`config.mk`:
```
export PLATFORM = sky130hd
export DESIGN_NAME = tga_rle_packet_decoder_top
export DESIGN_NICKNAME = d
export VERILOG_FILES = /design/src/hdl/tgarle_pkg.sv /design/src/hdl/tgarle_cfg_regs.sv /design/src/hdl/tgarle_decode_core.sv /design/src/hdl/tgarle_out_reg.sv /design/src/hdl/tga_rle_packet_decoder_top.sv
export SDC_FILE = /design/constraint.sdc
export NUM_CORES = 1
export LEC_CHECK = 0
export BUFFER_PORTS_ARGS = -buffer_cell sky130_fd_sc_hd__buf_2
export CAP_MARGIN = 30
export CORE_MARGIN = 2
export CORE_UTILIZATION = 55
export DETAILED_ROUTE_END_ITERATION = 10
export MAX_ROUTING_LAYER = met4
export PLACE_DENSITY_LB_ADDON = 0.25
export SLEW_MARGIN = 20
export SYNTH_ARGS = -nofsm -noshare
export SYNTH_HDL_FRONTEND = slang
export SYNTH_SLANG_ARGS = --single-unit
```
`constraint.sdc`:
```
create_clock -name aclk -period 6.55 [get_ports aclk]
set_input_delay 0 -clock aclk [delete_from_list [all_inputs] [get_ports aclk]]
set_output_delay 0 -clock aclk [all_outputs]
set_load 0.005 [all_outputs]
```
`src/hdl/tgarle_pkg.sv`:
```
// Shared types and constants for the TGA run-length packet decoder.
// No dependencies; used by every module of the block.
`default_nettype none

package tgarle_pkg;

    localparam int unsigned BYTE_W  = 8;
    localparam int unsigned PIXEL_W = 32;
    localparam int unsigned COUNT_W = 32;
    localparam int unsigned BPP_W   = 3;
    localparam int unsigned IDX_W   = 2;

    localparam logic [BPP_W-1:0]   BPP_RESET   = 3'd3;
    localparam logic [BPP_W-1:0]   BPP_MIN     = 3'd1;
    localparam logic [BPP_W-1:0]   BPP_MAX     = 3'd4;
    localparam logic [COUNT_W-1:0] COUNT_RESET = 32'd1;
    localparam logic [COUNT_W-1:0] COUNT_MIN   = 32'd1;
    localparam logic               RELAX_RESET = 1'b1;
    localparam logic [BYTE_W-1:0]  REPEAT_BIAS = 8'd127;

    typedef enum logic [IDX_W-1:0] {
        CFG_BPP   = 2'd0,
        CFG_COUNT = 2'd1,
        CFG_RELAX = 2'd2
    } cfg_idx_t;

    // Effective configuration seen by the decode core
    typedef struct packed {
        logic [BPP_W-1:0]   bpp;
        logic [COUNT_W-1:0] count;
        logic               relax;
        logic               restart;
    } cfg_t;

    typedef struct packed {
        logic [PIXEL_W-1:0] pixel_value;
        logic [7:0]         run_length;
        logic               image_end;
        logic               overrun_error;
    } result_t;

endpackage

`default_nettype wire

```
`src/hdl/tgarle_cfg_regs.sv`:
```
// Configuration registers of the TGA RLE decoder: write port and effective values.
// Depends on tgarle_pkg.
`default_nettype none

module tgarle_cfg_regs (
    input  wire logic                         aclk,
    input  wire logic                         aresetn,
    input  wire logic                         cfg_valid,
    output logic                              cfg_ready,
    input  wire logic [tgarle_pkg::IDX_W-1:0] cfg_index,
    input  wire logic [31:0]                  cfg_data,
    output tgarle_pkg::cfg_t                  cfg
);

    logic [tgarle_pkg::BPP_W-1:0]   bpp_reg,   bpp_next;
    logic [tgarle_pkg::COUNT_W-1:0] count_reg, count_next;
    logic                           relax_reg, relax_next;
    logic                           restart_reg, restart_next;

    assign cfg_ready = 1'b1;

    always_comb begin
        bpp_next     = bpp_reg;
        count_next   = count_reg;
        relax_next   = relax_reg;
        restart_next = 1'b0;
        if (cfg_valid && cfg_ready) begin
            unique case (tgarle_pkg::cfg_idx_t'(cfg_index))
                tgarle_pkg::CFG_BPP: begin
                    bpp_next = cfg_data[tgarle_pkg::BPP_W-1:0];
                end
                tgarle_pkg::CFG_COUNT: begin
                    count_next   = cfg_data[tgarle_pkg::COUNT_W-1:0];
                    restart_next = 1'b1;
                end
                tgarle_pkg::CFG_RELAX: begin
                    relax_next = cfg_data[0];
                end
                default: ;
            endcase
        end
    end

    always_ff @(posedge aclk) begin
        if (!aresetn) begin
            bpp_reg     <= tgarle_pkg::BPP_RESET;
            count_reg   <= tgarle_pkg::COUNT_RESET;
            relax_reg   <= tgarle_pkg::RELAX_RESET;
            restart_reg <= 1'b0;
        end else begin
            bpp_reg     <= bpp_next;
            count_reg   <= count_next;
            relax_reg   <= relax_next;
            restart_reg <= restart_next;
        end
    end

    // Out-of-range widths saturate to 1..4, a zero count acts as one pixel
    always_comb begin
        if (bpp_reg < tgarle_pkg::BPP_MIN) begin
            cfg.bpp = tgarle_pkg::BPP_MIN;
        end else if (bpp_reg > tgarle_pkg::BPP_MAX) begin
            cfg.bpp = tgarle_pkg::BPP_MAX;
        end else begin
            cfg.bpp = bpp_reg;
        end
        cfg.count   = (count_reg == '0) ? tgarle_pkg::COUNT_MIN : count_reg;
        cfg.relax   = relax_reg;
        cfg.restart = restart_reg;
    end

endmodule

`default_nettype wire

```
`src/hdl/tgarle_decode_core.sv`:
```
// Input register, packet/pixel state and single-pass decode logic.
// Depends on tgarle_pkg; fed by tgarle_cfg_regs, drains into tgarle_out_reg.
`default_nettype none

module tgarle_decode_core (
    input  wire logic                          aclk,
    input  wire logic                          aresetn,
    input  wire logic                          s_valid,
    output logic                               s_ready,
    input  wire logic [tgarle_pkg::BYTE_W-1:0] s_packet_byte,
    input  wire tgarle_pkg::cfg_t              cfg,
    input  wire logic                          advance,
    output logic                               res_valid,
    output tgarle_pkg::result_t                res
);

    logic                            in_valid_reg, in_valid_next;
    logic [tgarle_pkg::BYTE_W-1:0]   in_byte_reg;

    logic                            expect_header_reg, expect_header_next;
    logic                            repeat_reg, repeat_next;
    logic [1:0]                      byte_idx_reg, byte_idx_next;
    logic [7:0]                      pkt_left_reg, pkt_left_next;
    logic [tgarle_pkg::PIXEL_W-1:0]  assembly_reg, assembly_next;
    logic [tgarle_pkg::COUNT_W-1:0]  pix_left_reg, pix_left_next;

    logic                            fire;
    logic                            hdr_rep;
    logic [7:0]                      hdr_len;
    logic                            hdr_over;
    logic [tgarle_pkg::PIXEL_W-1:0]  asm_full;
    logic                            pixel_done;
    logic [7:0]                      run;
    logic [tgarle_pkg::COUNT_W-1:0]  run_wide;
    logic [tgarle_pkg::COUNT_W-1:0]  pix_left_sub;
    logic [7:0]                      pkt_left_sub;

    assign fire    = in_valid_reg && advance;
    assign s_ready = !in_valid_reg || advance;

    always_comb begin
        in_valid_next = in_valid_reg;
        if (s_valid && s_ready) begin
            in_valid_next = 1'b1;
        end else if (fire) begin
            in_valid_next = 1'b0;
        end
    end

    always_ff @(posedge aclk) begin
        if (!aresetn) begin
            in_valid_reg <= 1'b0;
        end else begin
            in_valid_reg <= in_valid_next;
        end
    end

    always_ff @(posedge aclk) begin
        if (s_valid && s_ready) begin
            in_byte_reg <= s_packet_byte;
        end
    end

    // Header decode: repeat length is byte-127, raw length is byte+1 (both 1..128)
    assign hdr_rep  = in_byte_reg[7];
    assign hdr_len  = hdr_rep ? (in_byte_reg - tgarle_pkg::REPEAT_BIAS) : (in_byte_reg + 8'd1);
    assign hdr_over = {24'd0, hdr_len} > pix_left_reg;

    // Pixel path
    assign asm_full   = assembly_reg
                      | ({24'd0, in_byte_reg} << {byte_idx_reg, 3'b000});
    assign pixel_done = ({1'b0, byte_idx_reg} + 3'd1) >= cfg.bpp;
    assign run        = repeat_reg ? pkt_left_reg : 8'd1;
    assign run_wide   = {24'd0, run};
    assign pix_left_sub = (pix_left_reg >= run_wide) ? (pix_left_reg - run_wide) : '0;
    assign pkt_left_sub = (pkt_left_reg >= run) ? (pkt_left_reg - run) : 8'd0;

    always_comb begin
        expect_header_next = expect_header_reg;
        repeat_next        = repeat_reg;
        byte_idx_next      = byte_idx_reg;
        pkt_left_next      = pkt_left_reg;
        assembly_next      = assembly_reg;
        pix_left_next      = pix_left_reg;
        res_valid          = 1'b0;
        res                = '0;

        if (cfg.restart) begin
            expect_header_next = 1'b1;
            repeat_next        = 1'b0;
            byte_idx_next      = 2'd0;
            pkt_left_next      = 8'd0;
            assembly_next      = '0;
            pix_left_next      = cfg.count;
        end else if (fire) begin
            if (expect_header_reg) begin
                if (hdr_over && !cfg.relax) begin
                    // strict overrun: error beat, image restarts
                    res_valid         = 1'b1;
                    res.image_end     = 1'b1;
                    res.overrun_error = 1'b1;
                    repeat_next       = 1'b0;
                    byte_idx_next     = 2'd0;
                    pkt_left_next     = 8'd0;
                    assembly_next     = '0;
                    pix_left_next     = cfg.count;
                end else begin
                    expect_header_next = 1'b0;
                    repeat_next        = hdr_rep;
                    pkt_left_next      = hdr_over ? pix_left_reg[7:0] : hdr_len;
                    byte_idx_next      = 2'd0;
                    assembly_next      = '0;
                end
            end else if (!pixel_done) begin
                assembly_next = asm_full;
                byte_idx_next = byte_idx_reg + 2'd1;
            end else begin
                res_valid       = 1'b1;
                res.pixel_value = asm_full;
                res.run_length  = run;
                res.image_end   = (pix_left_sub == '0);
                byte_idx_next   = 2'd0;
                assembly_next   = '0;
                pkt_left_next   = pkt_left_sub;
                pix_left_next   = pix_left_sub;
                if (pix_left_sub == '0) begin
                    expect_header_next = 1'b1;
                    repeat_next        = 1'b0;
                    pkt_left_next      = 8'd0;
                    pix_left_next      = cfg.count;
                end else if (pkt_left_sub == 8'd0) begin
                    expect_header_next = 1'b1;
                    repeat_next        = 1'b0;
                end
            end
        end
    end

    always_ff @(posedge aclk) begin
        if (!aresetn) begin
            expect_header_reg <= 1'b1;
            repeat_reg        <= 1'b0;
            byte_idx_reg      <= 2'd0;
            pkt_left_reg      <= 8'd0;
            assembly_reg      <= '0;
            pix_left_reg      <= tgarle_pkg::COUNT_RESET;
        end else begin
            expect_header_reg <= expect_header_next;
            repeat_reg        <= repeat_next;
            byte_idx_reg      <= byte_idx_next;
            pkt_left_reg      <= pkt_left_next;
            assembly_reg      <= assembly_next;
            pix_left_reg      <= pix_left_next;
        end
    end

`ifndef SYNTHESIS
    a_left_nonzero: assert property (@(posedge aclk) disable iff (!aresetn)
        pix_left_reg != '0)
        else $error("pixels left reached zero without reload");

    a_err_shape: assert property (@(posedge aclk) disable iff (!aresetn)
        res_valid && res.overrun_error |-> res.image_end && res.run_length == 8'd0)
        else $error("error beat malformed");

    a_run_nonzero: assert property (@(posedge aclk) disable iff (!aresetn)
        res_valid && !res.overrun_error |-> res.run_length != 8'd0)
        else $error("pixel beat with zero run");

    a_no_beat_on_header: assert property (@(posedge aclk) disable iff (!aresetn)
        fire && expect_header_reg && (cfg.relax || !hdr_over) |=> expect_header_reg == 1'b0
            || $past(cfg.restart))
        else $error("accepted header did not open a packet");
`endif

endmodule

`default_nettype wire

```
`src/hdl/tgarle_out_reg.sv`:
```
// Result register of the TGA RLE decoder, drives the m_ channel.
// Depends on tgarle_pkg.
`default_nettype none

module tgarle_out_reg (
    input  wire logic                 aclk,
    input  wire logic                 aresetn,
    input  wire logic                 res_valid,
    input  wire tgarle_pkg::result_t  res,
    output logic                      advance,
    output logic                      m_valid,
    input  wire logic                 m_ready,
    output tgarle_pkg::result_t       m_res
);

    logic                valid_reg, valid_next;
    tgarle_pkg::result_t res_reg;

    assign advance = !valid_reg || m_ready;

    always_comb begin
        valid_next = valid_reg;
        if (advance) begin
            valid_next = res_valid;
        end
    end

    always_ff @(posedge aclk) begin
        if (!aresetn) begin
            valid_reg <= 1'b0;
        end else begin
            valid_reg <= valid_next;
        end
    end

    always_ff @(posedge aclk) begin
        if (advance && res_valid) begin
            res_reg <= res;
        end
    end

    assign m_valid = valid_reg;
    assign m_res   = res_reg;

endmodule

`default_nettype wire

```
`src/hdl/tga_rle_packet_decoder_top.sv`:
```
// TGA run-length packet decoder, usage notes:
// s_ channel: one compressed stream byte per beat (packet header or pixel byte).
// m_ channel: one beat per completed pixel (run_length 1 for raw, packet length
//   for repeat) or one error beat in strict mode when a packet overruns the image.
// cfg channel: index 0 bytes_per_pixel, 1 pixel_count, 2 relax_mode; cfg_ready is
//   always high. Writing pixel_count restarts the image. Write only when idle.
// Data path: an accepted byte waits in the input register and is decoded from there;
//   its beat is captured by the result register. Throughput: one byte per cycle
//   unless m_ready stalls the m_ channel. The input register feeds the decode logic
//   and the result register in one pass; the only loop is the packet state update.
// Stall: while m_ready is low with a beat held, the input register holds one
//   more byte; s_ready then drops until the result register drains.
// Reset (aresetn low, synchronous): 3 bytes per pixel, pixel count 1, relax mode,
//   expecting a header, both registers empty.
// Depends on tgarle_pkg, tgarle_cfg_regs, tgarle_decode_core, tgarle_out_reg.
`default_nettype none

module tga_rle_packet_decoder_top (
    input  wire logic                           aclk,
    input  wire logic                           aresetn,
    input  wire logic                           s_valid,
    output logic                                s_ready,
    input  wire logic [tgarle_pkg::BYTE_W-1:0]  s_packet_byte,
    output logic                                m_valid,
    input  wire logic                           m_ready,
    output logic [tgarle_pkg::PIXEL_W-1:0]      m_pixel_value,
    output logic [7:0]                          m_run_length,
    output logic                                m_image_end,
    output logic                                m_overrun_error,
    input  wire logic                           cfg_valid,
    output logic                                cfg_ready,
    input  wire logic [tgarle_pkg::IDX_W-1:0]   cfg_index,
    input  wire logic [31:0]                    cfg_data
);

    tgarle_pkg::cfg_t    cfg;
    tgarle_pkg::result_t res;
    tgarle_pkg::result_t m_res;
    logic                res_valid;
    logic                advance;

    tgarle_cfg_regs u_cfg (
        .aclk      (aclk),
        .aresetn   (aresetn),
        .cfg_valid (cfg_valid),
        .cfg_ready (cfg_ready),
        .cfg_index (cfg_index),
        .cfg_data  (cfg_data),
        .cfg       (cfg)
    );

    tgarle_decode_core u_core (
        .aclk          (aclk),
        .aresetn       (aresetn),
        .s_valid       (s_valid),
        .s_ready       (s_ready),
        .s_packet_byte (s_packet_byte),
        .cfg           (cfg),
        .advance       (advance),
        .res_valid     (res_valid),
        .res           (res)
    );

    tgarle_out_reg u_out (
        .aclk      (aclk),
        .aresetn   (aresetn),
        .res_valid (res_valid),
        .res       (res),
        .advance   (advance),
        .m_valid   (m_valid),
        .m_ready   (m_ready),
        .m_res     (m_res)
    );

    assign m_pixel_value   = m_res.pixel_value;
    assign m_run_length    = m_res.run_length;
    assign m_image_end     = m_res.image_end;
    assign m_overrun_error = m_res.overrun_error;

endmodule

`default_nettype wire

```
## Word level (Yosys, flattened, before mapping)

Cells that the tools add are included.

| storage, ports and cells | value |
|---|---|
| output and inout port bits | 45 |
| word-level logic and storage cells | 109 |
| memories | 0 |
| register bits | 165 |
| input port bits | 47 |
| bits in latches | 0 |
| ROM bits | 0 |
| RAM bits | 0 |

| operators by class | value |
|---|---|
| $add $sub $neg | 6 |
| order comparisons | 6 |
| div/mod/pow operators | 0 |
| shift operators | 1 |
| multiplexer cells | 42 |
| multipliers | 0 |
| reductions and logical operators | 29 |
| eq/ne operators | 3 |
| bitwise gates (word level) | 5 |

Operator list:

| kind | count |
|---|---|
| 32-bit 2-to-1 mux | 10 |
| 32-bit logical NOT | 2 |
| 8-bit 2-to-1 mux | 8 |
| 32-bit by 8-bit greater-or-equal comparator with 1-bit output | 1 |
| 8-bit by 32-bit > comparator with 1-bit output | 1 |
| 32-bit OR | 1 |
| 8-bit by 5-bit left shift with 32-bit output | 1 |
| 32-bit by 8-bit subtractor with 32-bit output | 1 |
| 1-bit 2-to-1 mux | 19 |
| 2-bit AND reduction | 5 |
| 8-bit by 1-bit adder with 8-bit output, second input constant | 1 |
| 8-bit greater-or-equal comparator | 1 |
| 8-bit logical NOT | 1 |
| 8-bit by 7-bit subtractor with 8-bit output, second input constant | 1 |
| 8-bit subtractor | 1 |
| 2-bit 2-to-1 mux | 3 |
| 3-bit 2-to-1 mux | 2 |
| 3-bit AND reduction | 2 |
| 2-bit nonzero test | 3 |
| 3-bit nonzero test | 2 |
| 1-bit logical AND | 4 |
| 1-bit NOT | 4 |
| 2-bit OR reduction | 2 |
| 4-bit OR reduction | 1 |
| other kinds (12) | 15 |

## Longest topological paths before layout

Gate-level depths: netlist of run 1.

| logic depth | value |
|---|---|
| depth after elaboration | 9 |
| gate-level depth with buffers | 15 |

## By module

Synthesis of run 1 repeated with hierarchy kept, for this count alone.

| second synthesis, totals | value |
|---|---|
| cells, all modules | 987 |
| area total of the unflattened synthesis | 8,704.6 um2 |

Modules (own cells, without submodules):

| module | sequential area each (um2) | times used | area an instance (um2) | cells an instance |
|---|---|---|---|---|
| tgarle_decode_core | 1,781.7 | 1 | 5,559.1 | 733 |
| tgarle_cfg_regs | 740.7 | 1 | 1,826.8 | 207 |
| tgarle_out_reg | 1,281.2 | 1 | 1,318.8 | 47 |

## Worst setup path after synthesis of run 1

OpenSTA, ideal clock, no wires.

| timing | value |
|---|---|
| path kind | register -> register |
| start | register u_core.in_byte_reg[0] (netlist name) |
| end | register u_core.pix_left_reg[31] (netlist name) |
| slack | 1.701 ns |
| clock period less this slack | 4.849 ns |
| data arrival time | 4.776 ns |
| buffers on the path | 2 |
| cell stages (with the launch flop) | 16 |
| data required time | 6.477 ns |
| cells stage by stage | edfxtp_1 clkbuf_1 nand3_1 inv_1 and3_1 xor2_1 ha_1 a21o_1 a21o_1 a21oi_1 a2111oi_2 nor2_1 buf_2 nor2_1 o21ai_0 nor2_1 |

| on the way | value |
|---|---|
| cells in the longest elaborated chain, start to end | 6 |
| elaborated cells on any way between the ends | 7 |

Ends and longest elaborated chain:

| element | RTL line | text |
|---|---|---|
| start: declaration | tgarle_decode_core.sv:18 | `logic [tgarle_pkg::BYTE_W-1:0] in_byte_reg;` |
| start signal: assignment | tgarle_decode_core.sv:60 | `in_byte_reg <= s_packet_byte;` |
| 8-bit by 1-bit adder with 8-bit output / 8-bit by 7-bit subtractor with 8-bit output (equally long branches) | tgarle_decode_core.sv:66 | `assign hdr_len = hdr_rep ? (in_byte_reg - tgarle_pkg::REPEAT_BIAS) : (in_byte_reg + 8'd1);` |
| 8-bit 2-to-1 mux * | tgarle_decode_core.sv:66 |  |
| 8-bit by 32-bit > comparator with 1-bit output * | tgarle_decode_core.sv:67 | `assign hdr_over = {24'd0, hdr_len} > pix_left_reg;` |
| 1-bit logical AND * | tgarle_decode_core.sv:97 | `if (hdr_over && !cfg.relax) begin` |
| 3-bit != test (no source line) * | - |  |
| 3-bit AND reduction (no source line) * | - |  |
| end signal: assignment | tgarle_decode_core.sv:146 | `pix_left_reg <= tgarle_pkg::COUNT_RESET;` |
| end signal: assignment | tgarle_decode_core.sv:153 | `pix_left_reg <= pix_left_next;` |
| end: declaration | tgarle_decode_core.sv:25 | `logic [tgarle_pkg::COUNT_W-1:0] pix_left_reg, pix_left_next;` |

Every way passes the cells marked *; elsewhere a longest branch is shown, timed or not.
A chain may end at the register's enable or synchronous reset.

## Final worst setup path of run 1

| timing | value |
|---|---|
| start | register u_core.repeat_reg |
| end | register u_core.pix_left_reg[28] (netlist name) |

| on the way | value |
|---|---|
| cells in the longest elaborated chain, start to end | 9 |
| elaborated cells on any way between the ends | 10 |

Ends and longest elaborated chain:

| element | RTL line | text |
|---|---|---|
| start: declaration | tgarle_decode_core.sv:21 | `logic repeat_reg, repeat_next;` |
| start signal: assignment | tgarle_decode_core.sv:149 | `repeat_reg <= repeat_next;` |
| 8-bit 2-to-1 mux * | tgarle_decode_core.sv:73 | `assign run = repeat_reg ? pkt_left_reg : 8'd1;` |
| 32-bit by 8-bit subtractor with 32-bit output / 32-bit by 8-bit greater-or-equal comparator with 1-bit output (equally long branches) | tgarle_decode_core.sv:75 | `assign pix_left_sub = (pix_left_reg >= run_wide) ? (pix_left_reg - run_wide) : '0;` |
| 32-bit 2-to-1 mux * | tgarle_decode_core.sv:75 |  |
| 32-bit logical NOT | tgarle_decode_core.sv:126 | `if (pix_left_sub == '0) begin` |
| 32-bit 2-to-1 mux * | tgarle_decode_core.sv:126 |  |
| 32-bit 2-to-1 mux * | tgarle_decode_core.sv:114 | `end else if (!pixel_done) begin` |
| 32-bit 2-to-1 mux * | tgarle_decode_core.sv:96 | `if (expect_header_reg) begin` |
| 32-bit 2-to-1 mux * | tgarle_decode_core.sv:95 | `end else if (fire) begin` |
| 32-bit 2-to-1 mux * | tgarle_decode_core.sv:88 | `if (cfg.restart) begin` |

Every way passes the cells marked *; elsewhere a longest branch is shown, timed or not. The select of a mux whose other input is x is not followed.

==> flow_summary.yaml, run 1 <==
outcome:
  status: "finished, final reports clean"
synth:
  ys_ff_latch: 165
  syn_area_per_cell_sq_um: 8.43
  synth-edff-count: 50
  syn_inst: 1007
  synthTopCellsByArea: "dfxtp_1, edfxtp_1, a21oi_1"
  mappedNetlistArea_sq_um: 8480
  yosysTopAreaCell: "dfxtp_1"
  synth_flop_cell: "dfxtp_1"
  async_flop_share: 0
  synth_fp_nets: 1077
  yosysUniqueCellTypes: 74
  ys.warnings.count: 0
  ys_seq_area_frac: 0.448
  netlist.area_leader.share: 0.271
drt:
  drc: 0
  drt_iter0_markers: 923
  antenna_left: 0
  wl_per_cell_microns: 18.6
  wl_microns: 24300
  firstDrtPassIters: 6
  vias: 7885
  vias_per_cell: 6.03
clock_network:
  cts.sinks: 165
  numCtsBuffers: 17
  cts-root-buf: "clkbuf_16"
  cts.path.max_buffers: 2
  path_clk_slew_ns: 0.07
  cts_max_level: 4
  post_cts.repair.setup_buffers: 0
  cts_tree: "done"
  worstSkewPairLatency_ns: 0.44
sta:
  relSlewSlack: 0.362
  finalCritPeriodShare: 0.709
  fin_crit_ns: 4.65
  rsz0062_at_grt: "no"
  finalSetupTns_ns: 0
  slew_viol_final: 0
  setup_violations: 0
  fmax_ghz: 0.215
  finalClockSkew_ns: 0.0139
  tightest_slew_ns: 0.951
  hold_viol: 0
grt:
  grt_max_degree: 53
  grt_pass1_vias: 7240
  grt.total_usage: 0.308
  grt_pass1_wl_microns: 38400
  global_route.usage.met3: 0.0534
  gr-total-overflow: 0
  grt.busiest_layer: "met2"
  gr-usage-met2: 0.445
  met1_usage: 0.435
  grt_antenna_before_repair: 0
critical_path:
  cp-end-kind: "flop"
  crit_path_cell_trace: "nand2_1 -> ha_1 -> a2111oi_0 -> mux2i_1 -> o31ai_1 -> a41oi_1 -> nand4_1 -> nor4_2 -> nand3b_1 -> a221oi_2 -> a221oi_1"
  slowest_stage: "dfxtp_1"
  cpPeakStageDelay_ns: 0.76
  startpoint_type: "flop"
  critical-path-top-delay-family: "compound AO/OA/AOI/OAI gates"
  crit_required_ns: 6.82
  crit_buf_inv: 0
  cp.arrival_ns: 4.92
  worstSetupPathType: "reg2reg"
  path_max_fanout: 23
layout:
  fin_nets: 1176
  post-route-cell-area_sq_um: 10100
  multiInputGateArea_sq_um: 4310
  largest_register_ffs: 42
  regArea_sq_um: 3800
  drive_gt1_frac: 0.140
  syn2layout_area_growth_pct: 18.8
  diodes: 0
  num-fill-cells: 1222
  utilization: 0.665
floorplan:
  num_io_pins: 92
  rows: 45
  dieArea_sq_um: 16400
  core_sq_um: 15100
  fp.dieH_microns: 128
  die_w_microns: 128
  start_util: 0.560
worst_hold_path:
  hold_path_class: "in2reg"
placed_design:
  gp_congestion: 1.01
  port_buffers: 90
  hpwlAfterDp_microns: 16600
  dpl_cell_area_sq_um: 8990
power_and_ir_drop:
  leakage_nw: 3.84
  ir_worst_vdd_mv: 0.184
  powerDensity_nw_per_um2: 258
job:
  cap_violations: 0
[stage by stage]
stage               worst slack (ns)  power (mW)  hold WS [ns]  instances
finish                          1.90        2.60        0.0546       1307
global route                    1.45        2.70        0.0868       1307
CTS                             1.99        2.60        0.0326       1306
detailed placement              2.00        1.60         0.179       1226
global placement                2.16        1.59         0.178       1223
floorplan                       1.70        1.47        0.0989       1007
[layout by cell type, fill, tap and decap left out, types with 20 or more instances in the layout]
master           n
nor3_1          30
a21oi_1        137
dfxtp_1        115
o22ai_1         20
dlygate4sd3_1   48
edfxtp_1        50
buf_2           90
nor2_1         119
inv_1           31
o21ai_0         36
ha_1            22
nand2_1        130
[synth_stat cells, types with 4 or more instances]
master	instances
and3_1	8
clkbuf_1	49
o21ai_0	36
nand2b_1	12
edfxtp_1	50
buf_2	10
nor4_1	19
o22ai_1	20
a21o_1	13
buf_1	6
a22oi_1	5
inv_1	31
xor2_1	10
xnor2_1	12
o211ai_1	4
nor2b_1	10
nor2_1	120
or4_1	7
mux2i_1	11
ha_1	22
dfxtp_1	115
and2_1	10
nand3_1	17
a21oi_1	137
a31o_2	4
o21a_1	5
nand2_1	130
nor3_1	30
a221oi_1	8
a211oi_1	5
or3_1	10
a31oi_1	7
nand4_1	14
[power by group]
part           internal (mW)  switching, mW
Combinational          0.193          0.293
Sequential              1.08         0.0471
Clock                  0.520          0.469
Total                   1.79          0.810
[cell type report]
type,count,area share
Tap cell,188,0.0233
Inverter,32,0.0119
Clock inverter,14,0.0154
Timing Repair Buffer,146,0.101
Clock buffer,18,0.0436
Sequential cell,165,0.377
Multi-Input combinational cell,744,0.428
[worst paths after layout]
| check | to | slack, ns | from | depth (start not counted) |
|---|---|---|---|---|
| worst max-delay path | u_core.pix_left_reg[28] | 1.90 | u_core.repeat_reg | 11 |
| worst min-delay path | u_cfg.bpp_reg[1] | 0.05 | aresetn | 2 |
| worst max register to register | u_core.pix_left_reg[28] | 1.90 | u_core.repeat_reg | 11 |
| worst min register to register | u_core.assembly_reg[11] | 0.47 | u_core.assembly_reg[11] | 2 |
[cells by family after synthesis]
| kind of cell | share of synthesized area |
|---|---|
| AOI/OAI and AO/OA | 0.201 |
| xor gates and xnor gates | 0.0227 |
| adders and majority gates | 0.0348 |
| buffers and inverters | 0.0453 |
| DFF | 0.448 |
| muxes | 0.0130 |
| other | 0.000442 |
| and+or+nand+nor | 0.234 |
[routing by layer]
metal / wire length [microns] / share of wire / vias up
met2: 10600 / 0.44 / 341
li1: - / - / 3806
met3: 1800 / 0.074 / 55
met4: 678 / 0.028 / 0
met5: 0 / 0 / -
met1: 11100 / 0.46 / 3683
[what timing repair did]
| item | 4_1_cts | 5_1_grt |
|---|---|---|
| hold buffers | 48 | 0 |
| hold endpoints to repair | 46 | 0 |
| setup endpoints to repair | 0 | 0 |
| gates resized for setup | 0 | 0 |
Note: power is estimated with default switching activity, not from simulation.
==> run 2: changes to the inputs <==
--- a/config.mk
+++ b/config.mk
@@ -5,10 +5,11 @@
 export SDC_FILE = /design/constraint.sdc
 export NUM_CORES = 1
 export LEC_CHECK = 0
+export ABC_AREA = 1
 export BUFFER_PORTS_ARGS = -buffer_cell sky130_fd_sc_hd__buf_2
 export CAP_MARGIN = 30
 export CORE_MARGIN = 2
-export CORE_UTILIZATION = 55
+export CORE_UTILIZATION = 54
 export DETAILED_ROUTE_END_ITERATION = 10
 export MAX_ROUTING_LAYER = met4
 export PLACE_DENSITY_LB_ADDON = 0.25
==> constraint.sdc (replaced) <==
create_clock -name aclk -period 4.13 [get_ports aclk]
set_input_delay 0 -clock aclk [delete_from_list [all_inputs] [get_ports aclk]]
set_output_delay 0 -clock aclk [all_outputs]
set_load 0.005 [all_outputs]
==> run 2 against run 1 <==
  * Fmax up 26%
  * Critical path depth up 8
  * Area after synthesis up 8.6%
  * Combinational power up 110%
  * Largest cell class unchanged
==> flow_summary.yaml, run 2 <==
sta:
  hold_viol: 0
  fmax_ghz: 0.272
  finalCritPeriodShare: 0.890
  setup_violations: 0
  slew_viol_final: 0
  tightest_slew_ns: 0.653
  relSlewSlack: 0.563
  finalSetupTns_ns: 0
  fin_crit_ns: 3.68
  finalClockSkew_ns: 0.00963
  rsz0062_at_grt: "no"
synth:
  syn_inst: 1290
  synth_most_common_cell: "nand2_1"
  synthTopCellsByArea: "dfxtp_1, edfxtp_1, nand2_1"
  synthTopCellsByCount: "nand2_1, inv_1, nand3_1, nor2_1, dfxtp_1"
  ys_ff_latch: 165
  syn_area_per_cell_sq_um: 7.14
  ys.warnings.count: 0
  synth-edff-count: 50
  yosysUniqueCellTypes: 43
  netlist.area_leader.share: 0.250
  ys_seq_area_frac: 0.413
  synth_fp_nets: 1360
  synth_flop_cell: "dfxtp_1"
  yosysTopAreaCell: "dfxtp_1"
  mappedNetlistArea_sq_um: 9220
  async_flop_share: 0
power_and_ir_drop:
  internal_power_mw: 3.05
  seq_power_share: 0.394
  leakage_nw: 4.73
  clkPwrFrac: 0.382
  power.switching_mw: 1.44
  switching_share: 0.321
  p_comb_frac: 0.224
  ir_worst_vdd_mv: 0.364
  powerDensity_nw_per_um2: 411
drt:
  vias: 9199
  firstDrtPassIters: 6
  wl_per_cell_microns: 16.7
  wl_microns: 27500
  drc: 0
  drt_iter0_markers: 855
  vias_per_cell: 5.61
  antenna_left: 0
layout:
  largest_register_ffs: 42
  final_cell_mix: "nand2_1, inv_1, nand3_1, nor2_1, dfxtp_1"
  drive_gt1_frac: 0.114
  diodes: 0
  final_common_cell: "nand2_1"
  post-route-cell-area_sq_um: 10900
  syn2layout_area_growth_pct: 18.3
  fin_nets: 1478
grt:
  grt_antenna_before_repair: 0
  grt_max_degree: 64
  grt_pass1_wl_microns: 43500
  gr-total-overflow: 0
  grt_pass1_vias: 8425
  grt.total_usage: 0.316
critical_path:
  cpPeakStageDelay_ns: 0.57
  cp-end-kind: "flop"
  startpoint_type: "flop"
  crit_required_ns: 4.49
  critical-path-top-delay-family: "simple AND/OR/NAND/NOR gates"
  cp.arrival_ns: 4.04
  crit_buf_inv: 3
  slowest_stage: "edfxtp_1"
  path_max_fanout: 36
  crit_path_cell_trace: "ha_1 -> nand3_1 -> nand3b_1 -> xor2_1 -> ha_1 -> nand2_1 -> inv_1 -> nand3_1 -> nor2_1 -> nor3_1 -> o21ai_2 -> nor2_1 -> inv_1 -> nand2_1 -> nand2_1 -> nor2_4 -> buf_4 -> nand3_1 -> a21oi_1"
  worstSetupPathType: "reg2reg"
worst_hold_path:
  hold_path_class: "in2reg"
floorplan:
  rows: 47
  core_sq_um: 16600
  start_util: 0.554
  fp.dieH_microns: 135
  dieArea_sq_um: 18100
  die_w_microns: 135
  num_io_pins: 92
clock_network:
  numCtsBuffers: 17
  worstSkewPairLatency_ns: 0.43
  cts.path.max_buffers: 2
  cts_max_level: 4
  path_clk_slew_ns: 0.07
  cts_tree: "done"
  cts.sinks: 165
  cts-root-buf: "clkbuf_16"
placed_design:
  gp_congestion: 0.945
  port_buffers: 90
  hpwlAfterDp_microns: 19100
  dpl_cell_area_sq_um: 9770
outcome:
  status: "finished, final reports clean"
job:
  cap_violations: 0
-- run 2: cell families (layout without fill, tap and decap cells) --
family	after synthesis	after routing	synth area share
AND/OR/NAND/NOR	573	573	0.275
buffers and inverters	276	407	0.123
AO/OA/AOI/OAI	242	242	0.147
flip-flops	165	165	0.413
adder cells (fa/ha/maj)	23	23	0.0320
XOR/XNOR	10	10	0.00950
other	1	1	0.000407
-- run 2: per-stage QoR --
stage / setup slack [ns] / total power, mW / utilization / hold slack, ns / cells
after floorplan: 0.967 / 2.49 / - / 0.0989 / 1290
after global placement: 0.500 / 2.72 / 0.587 / 0.177 / 1559
after detailed placement: 0.442 / 2.73 / 0.587 / 0.181 / 1559
after CTS: 0.411 / 4.46 / 0.655 / 0.00132 / 1641
after global routing: 0.177 / 4.68 / 0.655 / 0.0449 / 1641
final: 0.453 / 4.48 / 0.655 / 0.0143 / 1641
-- run 2: layout make-up --
cell class	instances	area, sq um
fill	1427	5740
clock buffer	19	443
timing repair buffer	156	1080
sequential	165	3800
clock inverter	13	186
tap	220	275
multi-input combinational	849	4290
inverter	219	822
-- run 2: what timing repair did --
item,in CTS,in global routing
resized for setup,0,1
endpoints found under the hold margin,45,0
setup endpoints to repair,0,1
hold buffers,50,0
buffers inserted,0,0
-- run 2: path summary, 6_finish.rpt --
path                      startpoint                 endpoint  slack (ns)  cells past startpoint
max reg2reg    u_core.in_byte_reg[0]  u_core.pix_left_reg[22]        0.45                     19
min reg2reg  u_core.assembly_reg[20]  u_core.assembly_reg[20]        0.46                      2
max            u_core.in_byte_reg[0]  u_core.pix_left_reg[22]        0.45                     19
min                          m_ready            u_out.m_valid        0.01                      6
-- run 2: power by group through the flow --
stage / Clock (mW) / Combinational [mW] / Sequential, mW
floorplan: 0 / 0.707 / 1.79
global placement: 0 / 0.925 / 1.80
detailed placement: 0 / 0.935 / 1.80
CTS: 1.72 / 0.979 / 1.76
global route: 1.80 / 1.12 / 1.77
finish: 1.71 / 1.00 / 1.77
-- run 2: layer usage --
layer	global-route usage	wire length, microns	part of all wire
met2	0.499	13000	0.47
met1	0.397	11300	0.41
met3	0.0473	2040	0.074
met5	-	0	0
met4	0.155	1210	0.044
-- run 2: worst min-delay path, delay by kind of cell --
family / cells / cell delay (ns)
buf+inv: 4 / 0.28
compound gates: 1 / 0.11
simple gates: 1 / 0.04
